## src/rtl/core/dns_qname_encoder_macros.svh

```systemverilog
// Assertion macros shared by the host name encoder
`ifndef DNS_QNAME_ENCODER_MACROS_SVH
`define DNS_QNAME_ENCODER_MACROS_SVH

// check a consequent in the same cycle as its antecedent
`define DQE_ASSERT_NOW(label, clk, rst_n, ante, cons) \
	label: assert property (@(posedge clk) disable iff (!rst_n) (ante) |-> (cons)) \
		else $error("dns_qname_encoder: same-cycle check failed");

// check a consequent in the cycle after its antecedent
`define DQE_ASSERT_NEXT(label, clk, rst_n, ante, cons) \
	label: assert property (@(posedge clk) disable iff (!rst_n) (ante) |=> (cons)) \
		else $error("dns_qname_encoder: next-cycle check failed");

`endif

```

## src/rtl/core/dnsq_pkg.sv

```systemverilog
// Types and character constants for the host name encoder
package dnsq_pkg;

	localparam logic [7:0] CH_DOT   = 8'h2E;
	localparam logic [7:0] CH_UC_A  = 8'h41;
	localparam logic [7:0] CH_UC_Z  = 8'h5A;
	localparam logic [7:0] CASE_OFS = 8'h20;
	localparam logic [7:0] TERM_BYTE = 8'h00;

	typedef enum logic [4:0] {
		ST_IDLE = 5'b00001,
		ST_LEN  = 5'b00010,
		ST_RD   = 5'b00100,
		ST_DAT  = 5'b01000,
		ST_TERM = 5'b10000
	} state_t;

	function automatic logic [7:0] fold_case(input logic [7:0] c);
		logic [7:0] r;
		r = c;
		if (c >= CH_UC_A && c <= CH_UC_Z) begin
			r = c + CASE_OFS;
		end
		return r;
	endfunction

endpackage

```

## src/rtl/core/dnsq_label_ram.sv

```systemverilog
// Label buffer: one write port, one read port, registered read data
module dnsq_label_ram #(
	parameter int DEPTH = 62,
	parameter int AW    = 6
) (
	input  logic          clk,
	input  logic          wr_en,
	input  logic [AW-1:0] wr_addr,
	input  logic [7:0]    wr_data,
	input  logic          rd_en,
	input  logic [AW-1:0] rd_addr,
	output logic [7:0]    rd_data
);

	logic [7:0] mem [DEPTH];

	always_ff @(posedge clk) begin
		if (wr_en) begin
			mem[wr_addr] <= wr_data;
		end
	end

	always_ff @(posedge clk) begin
		if (rd_en) begin
			rd_data <= mem[rd_addr];
		end
	end

endmodule

```

## src/rtl/core/dns_qname_encoder.sv

```systemverilog
// Host name to DNS wire form encoder: top level with control and output register
//
//   channel  dir  handshake            payload
//   in       in   in_valid/in_stall    ch, name_end
//   out      out  out_valid/out_stall  out_byte, last_byte, label_overflow
//
// An input beat is taken only while idle, when no label or terminator is released.
// A released label sends its length byte, then for each character a buffer read
// followed by an output load; the terminator byte is sent last when the name ends.
// The buffer read data is registered, so each character needs its read step first.
// Reset clears control state only; buffer contents are not cleared.
// A stalled output holds the current byte and the release waits on it.
`include "dns_qname_encoder_macros.svh"

module dns_qname_encoder #(
	parameter int MAX_LABEL = 62
) (
	input  logic       clk,
	input  logic       arst_n,
	input  logic       in_valid,
	output logic       in_stall,
	input  logic [7:0] ch,
	input  logic       name_end,
	output logic       out_valid,
	input  logic       out_stall,
	output logic [7:0] out_byte,
	output logic       last_byte,
	output logic       label_overflow
);

	import dnsq_pkg::*;

	localparam int AW = (MAX_LABEL > 1) ? $clog2(MAX_LABEL) : 1;
	localparam int CW = $clog2(MAX_LABEL + 1);

	state_t        state_q;
	logic [CW-1:0] count_q;
	logic          ovf_q;
	logic          end_q;
	logic [AW-1:0] idx_q;
	logic          out_valid_q;

	logic          in_acc;
	logic          is_dot;
	logic          full;
	logic          out_free;
	logic          wr_en;
	logic [7:0]    wr_data;
	logic          rd_en;
	logic [7:0]    rd_data;
	logic [CW-1:0] count_nxt;
	logic          ovf_nxt;
	logic          last_char;
	logic          load;
	logic [7:0]    load_byte;
	logic          load_last;
	logic          load_ovf;

	assign in_stall  = (state_q != ST_IDLE);
	assign in_acc    = in_valid && !in_stall;
	assign is_dot    = (ch == CH_DOT);
	assign full      = (count_q >= CW'(MAX_LABEL));
	assign out_free  = !out_valid_q || !out_stall;
	assign wr_en     = in_acc && !is_dot && !full;
	assign wr_data   = fold_case(ch);
	assign rd_en     = (state_q == ST_RD);
	assign last_char = ((CW'(idx_q) + CW'(1)) == count_q);

	always_comb begin
		count_nxt = count_q;
		ovf_nxt   = ovf_q;
		if (!is_dot) begin
			if (full) begin
				ovf_nxt = 1'b1;
			end else begin
				count_nxt = count_q + CW'(1);
			end
		end
	end

	dnsq_label_ram #(
		.DEPTH (MAX_LABEL),
		.AW    (AW)
	) u_ram (
		.clk     (clk),
		.wr_en   (wr_en),
		.wr_addr (count_q[AW-1:0]),
		.wr_data (wr_data),
		.rd_en   (rd_en),
		.rd_addr (idx_q),
		.rd_data (rd_data)
	);

	always_comb begin
		load      = 1'b0;
		load_byte = rd_data;
		load_last = 1'b0;
		load_ovf  = ovf_q;
		case (state_q)
			ST_LEN: begin
				load      = out_free;
				load_byte = 8'(count_q);
			end
			ST_DAT: begin
				load = out_free;
			end
			ST_TERM: begin
				load      = out_free;
				load_byte = TERM_BYTE;
				load_last = 1'b1;
				load_ovf  = 1'b0;
			end
			default: begin
				load = 1'b0;
			end
		endcase
	end

	always_ff @(posedge clk or negedge arst_n) begin
		if (!arst_n) begin
			state_q <= ST_IDLE;
			count_q <= '0;
			ovf_q   <= 1'b0;
			end_q   <= 1'b0;
			idx_q   <= '0;
		end else begin
			case (state_q)
				ST_IDLE: begin
					if (in_acc) begin
						count_q <= count_nxt;
						ovf_q   <= ovf_nxt;
						end_q   <= name_end;
						idx_q   <= '0;
						if ((is_dot || name_end) && count_nxt != '0) begin
							state_q <= ST_LEN;
						end else if (name_end) begin
							state_q <= ST_TERM;
						end
					end
				end
				ST_LEN: begin
					if (out_free) begin
						state_q <= ST_RD;
					end
				end
				ST_RD: begin
					state_q <= ST_DAT;
				end
				ST_DAT: begin
					if (out_free) begin
						if (last_char) begin
							count_q <= '0;
							ovf_q   <= 1'b0;
							state_q <= end_q ? ST_TERM : ST_IDLE;
						end else begin
							idx_q   <= idx_q + AW'(1);
							state_q <= ST_RD;
						end
					end
				end
				ST_TERM: begin
					if (out_free) begin
						end_q   <= 1'b0;
						state_q <= ST_IDLE;
					end
				end
				default: begin
					state_q <= ST_IDLE;
				end
			endcase
		end
	end

	always_ff @(posedge clk or negedge arst_n) begin
		if (!arst_n) begin
			out_valid_q <= 1'b0;
		end else if (load) begin
			out_valid_q <= 1'b1;
		end else if (!out_stall) begin
			out_valid_q <= 1'b0;
		end
	end

	always_ff @(posedge clk) begin
		if (load) begin
			out_byte       <= load_byte;
			last_byte      <= load_last;
			label_overflow <= load_ovf;
		end
	end

	assign out_valid = out_valid_q;

	`DQE_ASSERT_NOW(a_term_clean, clk, arst_n, out_valid && last_byte,
		out_byte == TERM_BYTE && !label_overflow)
	`DQE_ASSERT_NOW(a_flush_nonempty, clk, arst_n,
		state_q == ST_LEN || state_q == ST_RD || state_q == ST_DAT, count_q != '0)
	`DQE_ASSERT_NOW(a_count_bound, clk, arst_n, 1'b1, count_q <= CW'(MAX_LABEL))
	`DQE_ASSERT_NEXT(a_rd_hold, clk, arst_n, state_q == ST_DAT && !out_free,
		state_q == ST_DAT && $stable(rd_data))

endmodule
```

## config.mk

```make
export PLATFORM = sky130hd
export DESIGN_NAME = dns_qname_encoder
export DESIGN_NICKNAME = d
export VERILOG_FILES = /design/src/rtl/core/dnsq_pkg.sv /design/src/rtl/core/dnsq_label_ram.sv /design/src/rtl/core/dns_qname_encoder.sv
export VERILOG_INCLUDE_DIRS = /design/src /design/src/rtl/core
export SDC_FILE = /design/constraint.sdc
export NUM_CORES = 1
export LEC_CHECK = 0
export BUFFER_PORTS_ARGS = -buffer_cell sky130_fd_sc_hd__buf_2
export CORE_MARGIN = 2
export CORE_UTILIZATION = 50
export DETAILED_ROUTE_END_ITERATION = 16
export PLACE_DENSITY = 0.69
export SLEW_MARGIN = 0
export SYNTH_ARGS = -nofsm -noshare
export SYNTH_HDL_FRONTEND = slang
export SYNTH_SLANG_ARGS = --single-unit
```

## constraint.sdc

```tcl
create_clock -name clk -period 4.9 [get_ports clk]
set_input_delay 0.49 -clock clk [delete_from_list [all_inputs] [get_ports clk]]
set_output_delay 0.49 -clock clk [all_outputs]
set_load 0.02 [all_outputs]
```

After elaboration in Yosys (flattened, before gate mapping)
Memory sizes are Yosys's and may differ from the RTL's. A register that Yosys moved wholly into a read port is not among the register bits.
Index checks and enable logic that the tools add are counted.

cells by class
  equality and inequality tests = 18
  reductions and logical operators = 21
  $lt $le $gt $ge = 3
  muxes and demuxes = 36
  add/subtract/negate cells = 3

operators with widths
  operator             count
  $mux 6               8
  $mux 5               8
  $pmux 5 s5           1
  $pmux 6 s2           2
  $ne 2x2->1 const B   8
  $pmux 8 s2           1
  $mux 1               13
  $add 6x1->6 const B  2
  $add 8x6->8 const B  1
  $eq 8x6->1 const B   1
  $ge 8x7->1 const B   1
  $le 8x7->1 const B   1
  $mux 8               1
  $reduce_and 4->1     2
  $eq 6x6->1           1
  $ge 6x6->1 const B   1
  $reduce_and 6->1     1
  $reduce_bool 6->1    1
  $eq 5x1->1 const B   1
  $eq 5x2->1 const B   1
  $eq 5x3->1 const B   1
  $eq 5x4->1 const B   1
  $eq 5x5->1 const B   1
  $logic_and 1x1->1    5
  other kinds (10)     17

storage, ports and cells
  bits in writable memories = 496
  register bits after elaboration = 30
  memories = 1
  logic and storage cells = 91
  input port bits = 13
  output and inout port bits = 12

memories
  name       depth  width  read ports  clocked after Yosys merged registers in  write ports  RTL line              source
  u_ram.mem  62     8      1           1                                        1            dnsq_label_ram.sv:15  logic [7:0] mem [DEPTH];

Longest topological paths before layout
  depth in word-level cells = 8
  gate-level depth with buffers = 11

Hierarchy
From an unflattened synthesis, not the netlist that was laid out.

unflattened totals
  cell total of the unflattened synthesis = 1130
  area, all modules = 21518.1 µm²

modules (own cells, without submodules)
  module             cells an instance  times used  area an instance (µm²)
  dnsq_label_ram     935                1           19636.3
  dns_qname_encoder  195                1           1881.8

Worst setup path after synthesis
No wires, ideal clock.

  path type = input -> register
  from = input port ch[1]
  to = memory u_ram.mem[0][5], data pin
  slack = 1850 ps
  setup time = 521 ps
  buffers on the path = 0
  stages = 4
  data arrival time = 2530 ps
  cells stage by stage = nor3_1 -> a211oi_1 -> o21ai_0 -> o21bai_1

on the way
  word-level cells in the longest chain between the ends = 3
  elaborated cells on any way between the ends = 5
  classes of those cells = add/sub (1); order compare (2); mux (1); reduce/logical (1)

ends and longest elaborated chain
  what                                      RTL line                 source
  from (decl)                               dns_qname_encoder.sv:22  input logic [7:0] ch,
  $ge 8x7->1 or $le 8x7->1 (tied branches)  dnsq_pkg.sv:21           if (c >= CH_UC_A && c <= CH_UC_Z) begin
  $logic_and 1x1->1                         dnsq_pkg.sv:21
  $mux 8 (*)                                dnsq_pkg.sv:21
  via u_ram.wr_data[5]                      dnsq_label_ram.sv:9      input logic [7:0] wr_data,
  to (decl)                                 dnsq_label_ram.sv:15

The timed path passes the listed nets; every way through them passes the cells marked *.

Worst setup path after layout
  from = register count_q[0]
  to = memory u_ram.mem[47][4] (enable)

on the way
  word-level cells in the longest chain between the ends = 5

ends and longest elaborated chain
  what                          RTL line                  source
  from (decl)                   dns_qname_encoder.sv:37   logic [CW-1:0] count_q;
  from (signal assigned)        dns_qname_encoder.sv:130  count_q <= count_nxt;
  $ge 6x6->1                    dns_qname_encoder.sv:62   assign full = (count_q >= CW'(MAX_LABEL));
  $logic_not 1->1               dns_qname_encoder.sv:64   assign wr_en = in_acc && !is_dot && !full;
  $logic_and 1x1->1             dns_qname_encoder.sv:64
  $mux 1                        dnsq_label_ram.sv:18      if (wr_en) begin
  $mux 1 (not written as such)  dnsq_label_ram.sv:19      mem[wr_addr] <= wr_data;

Several ways; a longest one is shown, not always the timed one.

==> results.json <==
{
  "p_int_mw": 7.80,
  "outcome": "finished, final reports clean",
  "rows": 75,
  "ctsResizeCount": 0,
  "synthTopCellsByArea": "edfxtp_1 73%, mux4_2 17%, dfrtp_1 2.2%",
  "synth_cell_types": 54,
  "place_congestion": 0.891,
  "combPwrFrac": 0.078,
  "crit_fanout": 11,
  "avgSynthCellArea_um2": 21.3,
  "required_ns": 5.12,
  "cts.clk_slew.worst_paths_ns": 0.06,
  "grt_first_pass_wirelength_um": 67200,
  "port_buffers": 24,
  "die_y_um": 210,
  "r2r-end": "u_ram.mem[47][4]$_DFFE_PP_",
  "relSlewSlack": 0.111,
  "hold_viol": 0,
  "drc": 0,
  "clock_latency_ns": 0.59,
  "grt_use_total": 0.211,
  "grt_pass1_vias": 10000,
  "synthCells": 997,
  "finalPower_mw": 10.0,
  "post-route-period-util": 0.736,
  "dp_hpwl_um": 27600,
  "period_minus_slack_ns": 3.61,
  "drt_iter0_drc": 960,
  "vias": 10000,
  "power_density_nw_per_um2": 425,
  "synth_nets": 1014,
  "die_w_um": 210,
  "wirelength_um": 44700,
  "cts_buffers": 52,
  "wl_per_cell_um": 27.6,
  "cts_max_path_buffers": 3,
  "layout.cells.non_filler": 1619,
  "yosysTopAreaCellShare": 0.728,
  "n_antenna_cell": 0,
  "fmax_ghz": 0.277,
  "syn_area_um2": 21200,
  "yosys_register_bits": 534,
  "rrSetupSlack_ns": 1.29,
  "dp_cells": 1524,
  "synth_top_area_cell": "edfxtp_1",
  "ys_seq_area_frac": 0.752,
  "root_buffer": "clkbuf_16",
  "worst_slew_pin_slew_ns": 1.33,
  "startpoint_type": "flip-flop",
  "via_per_inst": 6.20,
  "path_class": "reg2reg",
  "finalMaxSlewViolations": 0,
  "setup-violations-final": 0,
  "grt_overflow": 0,
  "mostFrequentLayoutCells": "514 x edfxtp_1, 160 x mux4_2, 84 x nor2_1",
  "finalSetupTns_ns": 0,
  "coreArea_um2": 41900,
  "rsz0062_at_grt": "no",
  "worstHoldPathType": "in2reg",
  "start_util": 0.506,
  "p_sw_mw": 2.24,
  "final_util": 0.564,
  "ant_nets": 0,
  "synth_edf_count": 514,
  "drv_cap": 0,
  "drive_gt1_frac": 0.259,
  "p_leak_nw": 7.28,
  "synth_ff_type": "edfxtp_1",
  "top_level_ports": 25,
  "antenna_found_initial": 0,
  "r2r_start": "count_q[0]$_DFFE_PN0P_",
  "switching_share": 0.223,
  "yosys_warnings": 0,
  "final_common_cell": "edfxtp_1",
  "fin_skew_ns": 0.0126,
  "htree_num_levels": 2,
  "vdd_drop_max_mv": 0.253,
  "cp-end-kind": "flip-flop",
  "async_reset_ff_frac": 0.0375,
  "p_clk_frac": 0.400,
  "drtPass1Iterations": 5,
  "die_area_um2": 44100,
  "cts_tree": "yes",
  "numClockSinks": 534,
  "reg2reg_depth": 8,
  "fin_nets": 1057,
  "p_seq_frac": 0.522,
  "crit_start": "count_q[0]$_DFFE_PN0P_",
  "arrival_ns": 3.83,
  "grt_max_degree": 65,
  "crit_end": "u_ram.mem[47][4]$_DFFE_PP_",
  "syn_to_final_growth_pct": 11.5
}
## cell type report
type                       count  area [um^2]
clock inverter                29          338
multi-input combinational    401         5000
clock buffer                  65         1370
sequential                   534        15900
tap                          539          674
timing repair buffer          42          295
fill                        3062        18300
inverter                       9         33.8
## layer usage
layer	track usage	vias to the layer above	wire, um
met1	0.310	5336	19100
met5	0	-	0
met4	0.0531	0	895
li1	-	4248	-
met3	0.0377	69	3050
met2	0.333	392	21700
## power by group through the flow
| stage | combinational [mW] | clock (mW) | sequential [mW] |
|---|---|---|---|
| after detailed placement | 0.775 | 0 | 5.33 |
| after floorplan | 0.510 | 0 | 5.31 |
| final | 0.783 | 4.02 | 5.24 |
| after global placement | 0.759 | 0 | 5.32 |
| after CTS | 0.779 | 4.09 | 5.24 |
| after global routing | 0.851 | 4.27 | 5.25 |
## worst min path at each step
stage	from	endpoint	slack, ns	cells past startpoint
2_1_floorplan	arst_n	count_q[0]$_DFFE_PN0P_	0.19	0
3_3_place_gp	arst_n	out_valid$_DFFE_PN0P_	0.47	1
3_5_place_dp	arst_n	out_valid$_DFFE_PN0P_	0.48	1
4_1_cts	name_end	end_q$_DFFE_PN0P_	0.18	2
5_1_grt	name_end	end_q$_DFFE_PN0P_	0.21	2
6_report	name_end	end_q$_DFFE_PN0P_	0.22	2
## cell families (layout without fill, tap and decap cells)
logic type	after synthesis	after routing	synth area share
simple gates	158	158	0.0337
fa+ha+maj	4	4	0.00236
mux	172	172	0.176
buf+inv	62	145	0.0140
flops	534	534	0.752
compound gates	58	58	0.0186
xor+xnor	9	9	0.00372
## state kept, by name (all words and copies together), names as in the netlist
name and count:
u_ram.mem 496, out_byte 8, u_ram.rd_data 8, count_q 6
idx_q 6, state_q 5, end_q 1, label_overflow 1
last_byte 1, out_valid 1, ovf_q 1
## cells in the mapped netlist (2+ instances only)
library cell,number
nand2b_1,2
buf_6,7
o22ai_1,4
o211ai_1,2
nand3b_1,7
mux2_1,6
inv_1,8
a22o_1,6
nor3b_1,2
clkbuf_1,32
mux2i_1,4
nand3_1,11
o21bai_1,3
mux4_2,160
nor3_1,8
dfrtp_1,19
a21oi_1,12
mux2_2,2
ha_1,4
and3b_1,2
buf_1,5
nand2_1,25
nor2b_1,2
a211o_1,2
buf_2,9
and2_1,2
a31oi_1,4
a21o_1,3
nand4_1,4
o21ai_0,5
o22a_1,2
o21ai_1,4
o2111ai_1,2
nor2_1,84
edfxtp_1,514
xnor2_1,5
xor2_1,4
and3_1,4
## through the flow
stage	setup WS [ns]	instance area, um^2	hold slack, ns
floorplan	1.85	21200	0.194
global placement	1.41	21900	0.474
CTS	1.34	23700	0.185
detailed placement	1.33	21900	0.484
finish	1.29	23700	0.221
global route	1.14	23700	0.211
## worst max-delay path: stages (launching register included)
cell	delay [ns]
dfrtp_1	0.54
inv_1	0.13
ha_1	0.21
o21ai_1	0.25
o22ai_1	0.17
nor2_1	0.22
and2_1	0.27
nand3_1	0.58
nor2_1	0.86
## what timing repair did
action / in CTS / in global routing
setup buffers: 0 / 0
hold endpoints to repair: 19 / 0
hold buffers: 1 / 0
setup endpoints to repair: 0 / 0
Power figures use the tool's default switching activity.
